### config.mk
export PLATFORM = sky130hd
export DESIGN_NAME = nucleotide_two_bit_packer_core_flat
export DESIGN_NICKNAME = d
export VERILOG_FILES = /design/src/design/ntbp_pkg.sv /design/src/design/ntbp_if.sv /design/src/design/ntbp_front.sv /design/src/design/ntbp_queue.sv /design/src/design/ntbp_back.sv /design/src/design/nucleotide_two_bit_packer_core.sv /design/src/flat_wrapper.sv
export SDC_FILE = /design/constraint.sdc
export NUM_CORES = 1
export LEC_CHECK = 0
export BUFFER_PORTS_ARGS = -buffer_cell sky130_fd_sc_hd__buf_4
export CORE_MARGIN = 2
export CORE_UTILIZATION = 35
export DETAILED_ROUTE_END_ITERATION = 10
export PLACE_DENSITY = 0.5
export SLEW_MARGIN = 20
export SYNTH_ARGS = -nofsm -noshare
export SYNTH_HDL_FRONTEND = slang
export SYNTH_SLANG_ARGS = --single-unit
### constraint.sdc
create_clock -name clk -period 11.6 [get_ports clk]
set_input_delay 0.58 -clock clk [delete_from_list [all_inputs] [get_ports clk]]
set_output_delay 0.58 -clock clk [all_outputs]
set_load 0.02 [all_outputs]
### src/design/ntbp_pkg.sv
// shared types, constants and helpers of the two-bit nucleotide packer
package ntbp_pkg;

  localparam int POSITION_WIDTH = 32;
  localparam int NPOS_W         = 32;
  localparam int QDEPTH         = 4;
  localparam int QPTR_W         = $clog2(QDEPTH);
  localparam int QCNT_W         = $clog2(QDEPTH + 1);

  localparam logic KIND_BYTE  = 1'b0;
  localparam logic KIND_NSITE = 1'b1;

  localparam logic [1:0] LAST_SLOT = 2'd3;

  // one queue entry: what a single accepted base asks the back end to send
  typedef struct packed {
    logic                      has_n;
    logic [POSITION_WIDTH-1:0] n_pos;
    logic                      has_byte;
    logic [7:0]                byte_val;
    logic                      last;
  } q_entry_t;

  typedef struct packed {
    logic full;
    logic empty;
  } q_stat_t;

  // bit 2 set for a non-ACGT character, low bits carry the 2-bit code
  function automatic logic [2:0] base_code(input logic [7:0] ch);
    logic [2:0] c;
    unique case (ch)
      8'h41, 8'h61: c = 3'b000;
      8'h43, 8'h63: c = 3'b001;
      8'h47, 8'h67: c = 3'b010;
      8'h54, 8'h74: c = 3'b011;
      default:      c = 3'b100;
    endcase
    return c;
  endfunction

endpackage

### src/design/ntbp_if.sv
// valid/ready channel interfaces for bases in and results out
interface ntbp_in_if import ntbp_pkg::*; ();
  logic       valid;
  logic       ready;
  logic [7:0] base_char;
  logic       read_end;

  modport source (output valid, output base_char, output read_end, input ready);
  modport sink   (input valid, input base_char, input read_end, output ready);
endinterface

interface ntbp_out_if import ntbp_pkg::*; ();
  logic              valid;
  logic              ready;
  logic              kind;
  logic [7:0]        packed_byte;
  logic [NPOS_W-1:0] n_position;
  logic              end_of_read;

  modport source (output valid, output kind, output packed_byte, output n_position,
                  output end_of_read, input ready);
  modport sink   (input valid, input kind, input packed_byte, input n_position,
                  input end_of_read, output ready);
endinterface

### src/design/ntbp_front.sv
// front end: classifies each base, packs codes and queues the work it causes
module ntbp_front import ntbp_pkg::*; (
  input  logic     clk,
  input  logic     rst_n,
  input  logic     in_valid,
  output logic     in_ready,
  input  logic [7:0] in_base_char,
  input  logic     in_read_end,
  input  q_stat_t  q_stat,
  output logic     q_push,
  output q_entry_t q_wdata
);

  logic [POSITION_WIDTH-1:0] pos_r;
  logic [7:0]                partial_r;
  logic [1:0]                slot_r;

  logic [2:0] code;
  logic [7:0] byte_nxt;
  logic       emit_byte;
  logic       accept;

  assign in_ready  = !q_stat.full;
  assign accept    = in_valid && in_ready;
  assign code      = base_code(in_base_char);
  // slot k lands at bit 6-2k, i.e. shift by 2*(3-k)
  assign byte_nxt  = partial_r | (8'(code[1:0]) << {~slot_r, 1'b0});
  assign emit_byte = (slot_r == LAST_SLOT) || in_read_end;

  assign q_wdata.has_n    = code[2];
  assign q_wdata.n_pos    = pos_r;
  assign q_wdata.has_byte = emit_byte;
  assign q_wdata.byte_val = byte_nxt;
  assign q_wdata.last     = in_read_end;
  assign q_push           = accept && (code[2] || emit_byte);

  always_ff @(posedge clk) begin
    if (!rst_n) begin
      pos_r     <= '0;
      partial_r <= '0;
      slot_r    <= '0;
    end else if (accept) begin
      partial_r <= emit_byte ? 8'h00 : byte_nxt;
      slot_r    <= in_read_end ? 2'd0 : slot_r + 2'd1;
      pos_r     <= in_read_end ? '0 : pos_r + POSITION_WIDTH'(1);
    end
  end

endmodule

### src/design/ntbp_queue.sv
// small register queue between the front and back ends
module ntbp_queue import ntbp_pkg::*; (
  input  logic     clk,
  input  logic     rst_n,
  input  logic     push,
  input  q_entry_t wdata,
  input  logic     pop,
  output q_entry_t rdata,
  output q_stat_t  stat
);

  q_entry_t            mem_r [QDEPTH];
  logic [QPTR_W-1:0]   wr_ptr_r;
  logic [QPTR_W-1:0]   rd_ptr_r;
  logic [QCNT_W-1:0]   count_r;

  function automatic logic [QPTR_W-1:0] ptr_inc(input logic [QPTR_W-1:0] p);
    return (p == QPTR_W'(QDEPTH - 1)) ? '0 : p + QPTR_W'(1);
  endfunction

  assign stat.full  = (count_r == QCNT_W'(QDEPTH));
  assign stat.empty = (count_r == '0);
  assign rdata      = mem_r[rd_ptr_r];

  always_ff @(posedge clk) begin
    if (push) begin
      mem_r[wr_ptr_r] <= wdata;
    end
  end

  always_ff @(posedge clk) begin
    if (!rst_n) begin
      wr_ptr_r <= '0;
      rd_ptr_r <= '0;
      count_r  <= '0;
    end else begin
      if (push) wr_ptr_r <= ptr_inc(wr_ptr_r);
      if (pop)  rd_ptr_r <= ptr_inc(rd_ptr_r);
      if (push && !pop)      count_r <= count_r + QCNT_W'(1);
      else if (pop && !push) count_r <= count_r - QCNT_W'(1);
    end
  end

endmodule

### src/design/ntbp_back.sv
// back end: turns queued work into one or two result beats, registered output
module ntbp_back import ntbp_pkg::*; (
  input  logic              clk,
  input  logic              rst_n,
  input  q_entry_t          q_rdata,
  input  q_stat_t           q_stat,
  output logic              q_pop,
  output logic              out_valid,
  input  logic              out_ready,
  output logic              out_kind,
  output logic [7:0]        out_packed_byte,
  output logic [NPOS_W-1:0] out_n_position,
  output logic              out_end_of_read
);

  logic              valid_r;
  logic              n_done_r;
  logic              kind_r;
  logic [7:0]        byte_r;
  logic [NPOS_W-1:0] npos_r;
  logic              eor_r;

  logic load;
  logic send_n;

  assign load   = !q_stat.empty && (!valid_r || out_ready);
  assign send_n = q_rdata.has_n && !n_done_r;
  // the entry retires with its last beat
  assign q_pop  = load && (!send_n || !q_rdata.has_byte);

  always_ff @(posedge clk) begin
    if (!rst_n) begin
      valid_r  <= 1'b0;
      n_done_r <= 1'b0;
    end else begin
      if (load) begin
        valid_r  <= 1'b1;
        n_done_r <= send_n && q_rdata.has_byte;
      end else if (out_ready) begin
        valid_r <= 1'b0;
      end
    end
  end

  always_ff @(posedge clk) begin
    if (load) begin
      if (send_n) begin
        kind_r <= KIND_NSITE;
        byte_r <= 8'h00;
        npos_r <= NPOS_W'(q_rdata.n_pos);
        eor_r  <= q_rdata.last && !q_rdata.has_byte;
      end else begin
        kind_r <= KIND_BYTE;
        byte_r <= q_rdata.byte_val;
        npos_r <= '0;
        eor_r  <= q_rdata.last;
      end
    end
  end

  assign out_valid       = valid_r;
  assign out_kind        = kind_r;
  assign out_packed_byte = byte_r;
  assign out_n_position  = npos_r;
  assign out_end_of_read = eor_r;

endmodule

### src/design/nucleotide_two_bit_packer_core.sv
// top level of the two-bit nucleotide packer
// Bases of a read enter one ASCII character per beat on in_ch; A, C, G and T
// in either case pack as codes 0..3, four to a byte with the first base in
// bits 7:6, and any other character packs as code 0 and also yields an
// n-site beat carrying its zero-based position in the read. The input takes
// one base per cycle while the queue has room; the front end is
// combinational, so a base's work is written into the queue on the same edge
// that accepts it, and the back end loads the output register from the queue
// whenever that register is free or being drained. Most bases cause no result
// or one result; a non-ACGT base that also closes a byte causes two beats, and
// the output register sends one beat per cycle while out_ch.ready is high, so
// the sustained rate is one base per cycle as long as results average at most
// one per base. A four-entry queue between the front and back ends soaks up
// bursts of two-beat bases and output stalls before in_ch.ready drops.
module nucleotide_two_bit_packer_core import ntbp_pkg::*; (
  input  logic        clk,
  input  logic        rst_n,
  ntbp_in_if.sink     in_ch,
  ntbp_out_if.source  out_ch
);

  // queue hookup between front and back
  q_entry_t q_wdata;
  q_entry_t q_rdata;
  q_stat_t  q_stat;
  logic     q_push;
  logic     q_pop;

  // front: classify the base, advance position and slot, queue the beats
  ntbp_front u_front (
    .clk          (clk),
    .rst_n        (rst_n),
    .in_valid     (in_ch.valid),
    .in_ready     (in_ch.ready),
    .in_base_char (in_ch.base_char),
    .in_read_end  (in_ch.read_end),
    .q_stat       (q_stat),
    .q_push       (q_push),
    .q_wdata      (q_wdata)
  );

  // decoupling queue
  ntbp_queue u_queue (
    .clk   (clk),
    .rst_n (rst_n),
    .push  (q_push),
    .wdata (q_wdata),
    .pop   (q_pop),
    .rdata (q_rdata),
    .stat  (q_stat)
  );

  // back: n-site beat first, then the byte beat, through the output register
  ntbp_back u_back (
    .clk             (clk),
    .rst_n           (rst_n),
    .q_rdata         (q_rdata),
    .q_stat          (q_stat),
    .q_pop           (q_pop),
    .out_valid       (out_ch.valid),
    .out_ready       (out_ch.ready),
    .out_kind        (out_ch.kind),
    .out_packed_byte (out_ch.packed_byte),
    .out_n_position  (out_ch.n_position),
    .out_end_of_read (out_ch.end_of_read)
  );

endmodule

### src/flat_wrapper.sv
// flat-port wrapper written by rule: the top's interface ports become plain ports
module nucleotide_two_bit_packer_core_flat import ntbp_pkg::*;
  (clk, rst_n, in_ch_valid, in_ch_base_char, in_ch_read_end, in_ch_ready, out_ch_valid, out_ch_kind, out_ch_packed_byte, out_ch_n_position, out_ch_end_of_read, out_ch_ready);
  ntbp_in_if in_ch_i ();
  ntbp_out_if out_ch_i ();
  input  logic clk;
  input  logic rst_n;
  input wire logic [$bits(in_ch_i.valid)-1:0] in_ch_valid;
  input wire logic [$bits(in_ch_i.base_char)-1:0] in_ch_base_char;
  input wire logic [$bits(in_ch_i.read_end)-1:0] in_ch_read_end;
  output wire logic [$bits(in_ch_i.ready)-1:0] in_ch_ready;
  output wire logic [$bits(out_ch_i.valid)-1:0] out_ch_valid;
  output wire logic [$bits(out_ch_i.kind)-1:0] out_ch_kind;
  output wire logic [$bits(out_ch_i.packed_byte)-1:0] out_ch_packed_byte;
  output wire logic [$bits(out_ch_i.n_position)-1:0] out_ch_n_position;
  output wire logic [$bits(out_ch_i.end_of_read)-1:0] out_ch_end_of_read;
  input wire logic [$bits(out_ch_i.ready)-1:0] out_ch_ready;
  assign in_ch_i.valid = in_ch_valid;
  assign in_ch_i.base_char = in_ch_base_char;
  assign in_ch_i.read_end = in_ch_read_end;
  assign in_ch_ready = in_ch_i.ready;
  assign out_ch_valid = out_ch_i.valid;
  assign out_ch_kind = out_ch_i.kind;
  assign out_ch_packed_byte = out_ch_i.packed_byte;
  assign out_ch_n_position = out_ch_i.n_position;
  assign out_ch_end_of_read = out_ch_i.end_of_read;
  assign out_ch_i.ready = out_ch_ready;
  nucleotide_two_bit_packer_core u_core (.clk(clk), .rst_n(rst_n), .in_ch(in_ch_i), .out_ch(out_ch_i));
endmodule
==> flow_metrics.env, run 1 <==
export IMPL_status="completed"
export IMPL_route_detailed_drc=0
export IMPL_r2r_cells=10
export IMPL_cts_inserted_buffers=28
export IMPL_synth_edff_count=214
export IMPL_grt_pass1_wl_um=32670
export IMPL_hold_end="u_core.u_queue.mem_r[3][0]$_DFFE_PP_"
export IMPL_yosysWarningCount=0
export IMPL_crit_required_ns=12.06
export IMPL_cts_root_buf="clkbuf_16"
export IMPL_grt_max_degree=44
export IMPL_setup_violations=0
export IMPL_skew_ns=0.01070
export IMPL_post_route_util_pct=41.35
export IMPL_die_w_um=176.8
export IMPL_postCtsSetupBuffers=0
export IMPL_startpoint_type="register"
export IMPL_synth_commonest_cells="edfxtp_1 (214), dfxtp_1 (53), mux4_2 (43), and3_1 (32), nand2_1 (29)"
export IMPL_post_cts_resized=0
export IMPL_fmax_mhz=269.6
export IMPL_cp_end_kind="register"
export IMPL_async_flop_share_pct=0
export IMPL_r2r_slack_ns=7.89
export IMPL_die_h_um=176.8
export IMPL_cts_tree="done"
export IMPL_syn_inst=635
export IMPL_grt_pass1_vias=5975
export IMPL_avgSynthCellArea_sq_um=16.46
export IMPL_relSlewSlack_pct=34.06
export IMPL_synth_ff_type="edfxtp_1"
export IMPL_hp_start="in_ch_read_end"
export IMPL_vias=5682
export IMPL_grt_setup_unrepaired="no"
export IMPL_h_tree_depth=1
export IMPL_antenna_found_initial=0
export IMPL_total_power_mw=2.896
export IMPL_crit_arrival_ns=4.16
export IMPL_dp_cells=1060
export IMPL_tns_ns=0
export IMPL_syn2layout_area_growth_pct=16.92
export IMPL_power_leakage_nw=4.311
export IMPL_setup_ws_ns=7.890
export IMPL_routedWlPerCell_um=18.75
export IMPL_synth_nets=657
export IMPL_ys_ff_latch=267
export IMPL_hold_path_class="primary input to register"
export IMPL_drive_gt1_share_pct=23.41
export IMPL_rr_endpoint="u_core.u_queue.count_r[2]$_SDFFE_PN0P_"
export IMPL_synth_top_area_share_pct=61.47
export IMPL_rows=63
export IMPL_max_clock_path_buffers=3
export IMPL_worstSetupPathType="register to register"
export IMPL_layout_min_cycle_time_ns=3.710
export IMPL_tightestPinTransition_ns=0.9891
export IMPL_layout_worst_path_cycle_share_pct=31.98
export IMPL_drv_slew=0
export IMPL_cts_sinks=267
export IMPL_hold_ws_ns=0.3122
export IMPL_hpwlAfterDp_um=11760
export IMPL_viasPerCell=5.105
export IMPL_clock_latency_ns=0.53
export IMPL_start_util_pct=35.37
export IMPL_synth_largest_area_cell="edfxtp_1"
export IMPL_final_cells=1113
export IMPL_syn_cell_area_sq_um=10450
export IMPL_io_pins=57
export IMPL_ant_nets=0
export IMPL_path_clk_slew_ns=0.06
export IMPL_postPlaceCellArea_sq_um=11310
export IMPL_hold_viol=0
export IMPL_num_nets_final=722
export IMPL_cts_hold_buf=0
export IMPL_synth_distinct_cells=51
export IMPL_finalWeightedCongestion=0.7567
export IMPL_yosysSeqAreaShare_pct=71.62
export IMPL_min_path_cells=1
export IMPL_p_per_area_nw_per_um2=236.9
export IMPL_drtIter0Drc=331
export IMPL_routed_wl_um=20870
export IMPL_die_area_sq_um=31270
export IMPL_final_cell_area_sq_um=12220
export IMPL_ir_drop_v=0.00009807
export IMPL_place_ws_ns=7.753
export IMPL_yosysMostFrequentCell="edfxtp_1"
export IMPL_dr_pass1_iters=4
export IMPL_netlist_top_cells_area="edfxtp_1 (61%), dfxtp_1 (10%), mux4_2 (9.3%)"
export IMPL_cp_max_fo=43
export IMPL_core_area_sq_um=29560
export IMPL_grt_usage_pct=13.50
export IMPL_overflow=0
export IMPL_port_buffer_count=55
export IMPL_maxCapViolCount=0
metal layers:
metal / up-vias / global-route usage [%] / wire (um) / share of wire [%]
met5: - / 0 / 0 / 0
met4: 0 / 3.547 / 348 / 1.7
met3: 23 / 2.534 / 1046 / 5.0
met2: 108 / 23.37 / 10360 / 50
met1: 2919 / 17.46 / 9121 / 44
li1: 2632 / - / - / -
worst max-delay path by stage:
stage	startpoint	slack, ns	depth (start not counted)	to
finish	register	7.89	10	u_core.u_queue.count_r[2]$_SDFFE_PN0P_
CTS	register	7.73	10	u_core.u_queue.count_r[2]$_SDFFE_PN0P_
detailed placement	register	7.75	10	u_core.u_queue.count_r[2]$_SDFFE_PN0P_
global placement	register	7.79	10	u_core.u_queue.count_r[2]$_SDFFE_PN0P_
floorplan	out_ch_ready	7.60	9	u_core.u_queue.count_r[2]$_SDFFE_PN0P_
global route	register	7.51	10	u_core.u_queue.count_r[2]$_SDFFE_PN0P_
kinds of logic after synthesis:
family | synth area share, %
AND/OR/NAND/NOR | 10.10
multiplexers | 10.32
flip-flops | 71.62
adder cells (fa/ha/maj) | 1.149
AO/OA/AOI/OAI | 3.950
buffers and inverters | 1.855
XOR/XNOR | 1.005
cell type report:
class                   instances  area [sq um]
fillers                      2671         17340
flip-flops and latches        267          7490
multi-input cells             321          2791
clock buffers                  37         775.7
well taps                     390         488.0
repair buffers                 64         480.5
clock inverters                15         127.6
inverters                      18         67.56
diodes                          1         2.502
state kept, by name, summed over array words and instances (netlist names), named ones only:
signal / flops
u_core.u_back.out_end_of_read: 1
u_core.u_back.out_packed_byte: 8
u_core.u_front.slot_r: 2
u_core.u_queue.mem_r: 172
u_core.u_queue.wr_ptr_r: 2
u_core.u_back.out_kind: 1
u_core.u_back.n_done_r: 1
u_core.u_queue.count_r: 3
u_core.u_queue.rd_ptr_r: 2
u_core.u_front.pos_r: 32
u_core.u_back.out_valid: 1
u_core.u_front.partial_r: 8
u_core.u_back.out_n_position: 32
power by group:
part / switching (mW) / internal (mW) / total [mW]
Combinational: 0.418 / 0.304 / 0.722
Sequential: 0.0503 / 1.25 / 1.30
Clock: 0.358 / 0.514 / 0.872
placed cells by master, fill, tap and decap left out, drive strengths merged, types with 14 or more instances in the layout:
cell type,n
buf,64
a21oi,25
inv,19
nand2,29
mux4,43
nand3,14
and3,32
nor2,23
and2,15
edfxtp,214
clkbuf,37
dfxtp,53
critical path: stages, from the launching register on:
cell and delay (ns):
dfxtp_2 0.31, buf_4 0.71, mux4_2 0.88, nand3_1 0.26, nand2_1 0.21, ha_1 0.21, inv_1 0.06, fa_1 0.37
xor2_1 0.16, or3_1 0.30, a21oi_1 0.15
Note: power is estimated with default switching activity, not from simulation.
==> inputs of run 2 (changes only) <==
- PLACE_DENSITY: 0.5 -> 0.51
- clock period: 11.6 -> 3.4 ns (I/O delays scaled with it)
==> flow_metrics.env, run 2 (synthesized netlist as in run 1, its figures left out) <==
export IMPL_setup_violations=0
export IMPL_hp_start="in_ch_valid"
export IMPL_io_pins=57
export IMPL_path_clk_slew_ns=0.06
export IMPL_finalWeightedCongestion=0.7531
export IMPL_postCtsSetupBuffers=0
export IMPL_tightestPinTransition_ns=1.032
export IMPL_path_delay_family="simple AND/OR/NAND/NOR gates"
export IMPL_layout_min_cycle_time_ns=2.925
export IMPL_clock_latency_ns=0.52
export IMPL_startpoint_type="register"
export IMPL_hold_end="u_core.u_front.pos_r[2]$_SDFFE_PN0P_"
export IMPL_grt_pass1_vias=5945
export IMPL_route_detailed_drc=0
export IMPL_rr_endpoint="u_core.u_queue.mem_r[0][21]$_DFFE_PP_"
export IMPL_syn2layout_area_growth_pct=16.78
export IMPL_wl_met1_um=9621
export IMPL_grt_setup_unrepaired="no"
export IMPL_postPlaceCellArea_sq_um=11330
export IMPL_dr_pass1_iters=5
export IMPL_slowest_stage="and2_2"
export IMPL_n_antenna_cell=0
export IMPL_num_nets_final=727
export IMPL_die_h_um=176.8
export IMPL_ant_nets=0
export IMPL_r2r_cells=6
export IMPL_p_per_area_nw_per_um2=795.6
export IMPL_max_clock_path_buffers=3
export IMPL_grt_usage_pct=13.85
export IMPL_ir_drop_v=0.0003509
export IMPL_crit_required_ns=3.60
export IMPL_h_tree_depth=1
export IMPL_grt_max_degree=44
export IMPL_drtIter0Drc=379
export IMPL_routed_wl_um=21120
export IMPL_overflow=0
export IMPL_die_w_um=176.8
export IMPL_cts_inserted_buffers=27
export IMPL_highest_signal_layer="met4"
export IMPL_antenna_found_initial=0
export IMPL_p_int_mw=6.923
export IMPL_cp_max_fo=28
export IMPL_routedWlPerCell_um=18.94
export IMPL_relSlewSlack_pct=31.22
export IMPL_tns_ns=0
export IMPL_final_common_cell="edfxtp_1"
export IMPL_worst_path_buf_inv=2
export IMPL_crit_arrival_ns=3.13
export IMPL_die_area_sq_um=31270
export IMPL_r2r_slack_ns=0.47
export IMPL_worstPathCellList="nor3b_2 > inv_2 > nand2_1 > o22ai_1 > and2_2 > buf_4"
export IMPL_cts_tree="done"
export IMPL_worstSetupPathType="register to register"
export IMPL_post_route_util_pct=41.30
export IMPL_power_leakage_nw=4.305
export IMPL_worst_path_stages=6
export IMPL_largest_register_ffs=172
export IMPL_layout_worst_path_cycle_share_pct=86.04
export IMPL_start_util_pct=35.37
export IMPL_total_power_mw=9.712
export IMPL_grt_pass1_wl_um=33580
export IMPL_slowest_delay_ns=0.83
export IMPL_hpwlAfterDp_um=12620
export IMPL_status="completed"
export IMPL_cts_sinks=267
export IMPL_drive_gt1_share_pct=23.31
export IMPL_seqPwrFrac_pct=45.8
export IMPL_p_switching_mw=2.789
export IMPL_final_cell_mix="edfxtp_1 (214), buf_4 (67), dfxtp_1 (51), mux4_2 (43), and3_1 (32)"
export IMPL_vias=5712
export IMPL_cp_end_kind="register"
export IMPL_hold_viol=0
export IMPL_final_cell_area_sq_um=12210
export IMPL_r2r_start="u_core.u_queue.count_r[0]$_SDFFE_PN0P_"
export IMPL_p_clk_share_pct=28.6
export IMPL_fmax_mhz=341.8
export IMPL_hold_path_class="primary input to register"
export IMPL_skew_ns=0.008268
export IMPL_wl_met2_um=10260
export IMPL_largest_register="u_core.u_queue.mem_r"
export IMPL_core_area_sq_um=29560
export IMPL_place_ws_ns=0.4154
export IMPL_viasPerCell=5.123
export IMPL_cts_root_buf="clkbuf_16"
export IMPL_drv_slew=0
export IMPL_port_buffer_count=55
export IMPL_rows=63
export IMPL_p_comb_share_pct=25.6
export IMPL_switching_share_pct=28.72
export IMPL_min_path_cells=4
export IMPL_wl_met3_um=872
export IMPL_setup_ws_ns=0.4747
export IMPL_maxCapViolCount=0
-- run 2: changes by cell type in the layout (fill, tap and decap cells not counted), sizes merged --
| cell | change |
|---|---|
| buf | +3 |
| clkinv | -1 |
| bufinv | -2 |
| diode | -1 |
| inv | -1 |
| clkbuf | +1 |
| dlygate4sd3 | +3 |
-- run 2: timing repair --
| action | in CTS | in global routing |
|---|---|---|
| endpoints found under the hold margin | 11 | 0 |
| hold buffers | 3 | 0 |
| resized for setup | 0 | 0 |
-- run 2: final cells by class --
class,instances,area (sq um)
Fill cell,2689,17350
Inverter,18,67.56
Timing Repair Buffer,70,533.0
Clock inverter,11,50.05
Sequential cell,267,7490
Tap cell,390,488.0
Clock buffer,38,788.3
Multi-Input combinational cell,321,2791
-- run 2: metal layers --
layer / track usage [%] / up-vias
met3: 2.040 / 26
met1: 18.91 / 2928
li1: - / 2652
met5: 0 / -
met2: 23.26 / 106
met4: 3.581 / 0
-- run 2: power by group through the flow --
stage          clock, mW  combinational, mW  sequential [mW]
2_1_floorplan          0               1.29             4.83
3_3_place_gp           0               2.52             4.50
3_5_place_dp           0               2.56             4.52
4_1_cts             2.87               2.58             4.46
5_1_grt             3.00               2.71             4.51
6_report            2.78               2.48             4.45
-- run 2: stage by stage --
step           instances  hold slack (ns)
2_1_floorplan        635           0.2689
3_3_place_gp        1063           0.4250
3_5_place_dp        1063           0.4309
4_1_cts             1115          0.08453
5_1_grt             1115           0.1074
6_report            1115           0.1043
-- run 2: worst max path at each step --
stage / from / to / slack, ns
3_3_place_gp: u_core.u_queue.count_r[0]$_SDFFE_PN0P_ / u_core.u_queue.mem_r[0][20]$_DFFE_PP_ / 0.49
4_1_cts: u_core.u_queue.count_r[0]$_SDFFE_PN0P_ / u_core.u_queue.mem_r[0][28]$_DFFE_PP_ / 0.39
5_1_grt: u_core.u_queue.count_r[0]$_SDFFE_PN0P_ / u_core.u_queue.mem_r[0][24]$_DFFE_PP_ / 0.23
6_report: u_core.u_queue.count_r[0]$_SDFFE_PN0P_ / u_core.u_queue.mem_r[0][21]$_DFFE_PP_ / 0.47
2_1_floorplan: u_core.u_back.out_valid$_SDFFE_PN0P_ / u_core.u_queue.count_r[2]$_SDFFE_PN0P_ / 0.30
3_5_place_dp: u_core.u_queue.count_r[0]$_SDFFE_PN0P_ / u_core.u_queue.mem_r[0][20]$_DFFE_PP_ / 0.42
-- run 2: worst reg2reg max path: cells and delay by family (launching register included) --
family / cells / cell delay (ns)
buffers and inverters: 2 / 0.57
flip-flops: 1 / 0.42
AO/OA/AOI/OAI: 1 / 0.49
AND/OR/NAND/NOR: 3 / 1.12
==> inputs of run 3 (changes only) <==
- CORE_UTILIZATION: 35 -> 55
- PLACE_DENSITY: 0.51 -> 0.75
==> flow_metrics.env, run 3 (synthesized netlist as in run 1, its figures left out) <==
export IMPL_syn2layout_area_growth_pct=14.28
export IMPL_grt_usage_pct=19.68
export IMPL_hpwlAfterDp_um=11810
export IMPL_postPlaceCellArea_sq_um=11160
export IMPL_maxCapViolCount=0
export IMPL_grt_pass1_wl_um=30830
export IMPL_tightestPinTransition_ns=1.137
export IMPL_worstSetupPathType="register to register"
export IMPL_final_cells=957
export IMPL_rows=50
export IMPL_r2r_cells=10
export IMPL_fill_cells=1256
export IMPL_fmax_mhz=360.8
export IMPL_final_cell_mix="edfxtp_1 (214), buf_4 (65), dfxtp_1 (51), mux4_2 (43), and3_1 (32)"
export IMPL_max_clock_path_buffers=3
export IMPL_ant_nets=0
export IMPL_layout_worst_path_cycle_share_pct=81.51
export IMPL_status="completed"
export IMPL_tns_ns=0
export IMPL_routed_wl_um=19430
export IMPL_power_leakage_nw=4.258
export IMPL_layout_min_cycle_time_ns=2.771
export IMPL_drv_slew=0
export IMPL_ir_drop_v=0.0003719
export IMPL_min_path_cells=4
export IMPL_grt_pass1_vias=5802
export IMPL_route_detailed_drc=0
export IMPL_cp_end_kind="register"
export IMPL_final_cell_area_sq_um=11950
export IMPL_finalWeightedCongestion=0.7838
export IMPL_skew_ns=0.02129
export IMPL_p_per_area_nw_per_um2=793.7
export IMPL_hold_path_class="primary input to register"
export IMPL_largest_register_ffs=172
export IMPL_relSlewSlack_pct=23.48
export IMPL_r2r_slack_ns=0.63
export IMPL_hold_viol=0
export IMPL_die_h_um=141.9
export IMPL_h_tree_depth=1
export IMPL_setup_violations=0
export IMPL_antenna_found_initial=0
export IMPL_cts_hold_buf=3
export IMPL_die_w_um=141.9
export IMPL_core_area_sq_um=18710
export IMPL_viasPerCell=5.975
export IMPL_setup_ws_ns=0.6285
export IMPL_place_ws_ns=0.5887
export IMPL_postCtsSetupBuffers=0
export IMPL_start_util_pct=55.89
export IMPL_dr_pass1_iters=5
export IMPL_num_nets_final=725
export IMPL_path_clk_slew_ns=0.06
export IMPL_vias=5718
export IMPL_largest_register="u_core.u_queue.mem_r"
export IMPL_cp_max_fo=11
export IMPL_grt_max_degree=44
export IMPL_clock_latency_ns=0.53
export IMPL_post_cts_resized=0
export IMPL_crit_arrival_ns=3.21
export IMPL_cts_root_buf="clkbuf_16"
export IMPL_dp_cells=907
export IMPL_routedWlPerCell_um=20.30
export IMPL_cts_tree="done"
export IMPL_port_buffer_count=55
export IMPL_die_area_sq_um=20130
export IMPL_cts_inserted_buffers=25
export IMPL_crit_required_ns=3.84
export IMPL_io_pins=57
export IMPL_startpoint_type="register"
export IMPL_drtIter0Drc=534
export IMPL_ff_latch_area_sq_um=7490
export IMPL_cts_sinks=267
export IMPL_overflow=0
export IMPL_grt_setup_unrepaired="no"
export IMPL_drive_gt1_share_pct=22.44
export IMPL_final_common_cell="edfxtp_1"
export IMPL_multi_input_area_sq_um=2785
-- run 3: cell count changes in the layout (fill, tap and decap cells not counted), sizes merged --
cell      delta
inv          +2
bufinv       +1
clkinv       -4
clkbuf       -3
clkinvlp     +1
diode        +1
-- run 3: layer usage --
| layer | GRT usage (%) | wire (um) |
|---|---|---|
| met4 | 6.474 | 373 |
| met2 | 32.78 | 9754 |
| met3 | 3.139 | 923 |
| met5 | 0 | 0 |
| met1 | 26.95 | 8380 |
-- run 3: stage by stage --
step | power [mW] | hold WS (ns) | utilization (%)
floorplan | 6.117 | 0.2689 | -
global placement | 6.930 | 0.4075 | 59.68
detailed placement | 7.013 | 0.4146 | 59.68
CTS | 9.581 | 0.09178 | 63.85
global route | 9.902 | 0.1215 | 63.85
finish | 9.482 | 0.1129 | 63.87
-- run 3: final timing paths --
| check | start | end |
|---|---|---|
| max | u_core.u_queue.count_r[0]$_SDFFE_PN0P_ | u_core.u_queue.count_r[2]$_SDFFE_PN0P_ |
| min | in_ch_valid | u_core.u_front.pos_r[2]$_SDFFE_PN0P_ |
| max reg2reg | u_core.u_queue.count_r[0]$_SDFFE_PN0P_ | u_core.u_queue.count_r[2]$_SDFFE_PN0P_ |
| min reg2reg | u_core.u_front.partial_r[4]$_SDFFE_PN0P_ | u_core.u_front.partial_r[4]$_SDFFE_PN0P_ |
-- run 3: worst max-delay path, cell delays in order (launching register included) --
cell and delay [ns]:
dfxtp_1 0.44, nor3b_2 0.17, inv_2 0.14, nand2_1 0.13, o22ai_1 0.48, ha_1 0.29, inv_1 0.07, fa_1 0.38
xor2_1 0.17, or3_1 0.31, a21oi_1 0.14
-- run 3: layout make-up --
class,instances,share of cell area (%)
antenna,1,0.02095
clock buffer,35,5.551
clock inverter,11,0.7331
inverter,18,0.5656
multi-input combinational,321,23.31
sequential,267,62.69
tap,234,2.451
timing repair buffer,70,4.671
-- run 3: power by group --
part | internal, mW | switching (mW) | total (mW)
clock | 1.44 | 1.14 | 2.58
combinational | 1.06 | 1.36 | 2.43
sequential | 4.27 | 0.207 | 4.47
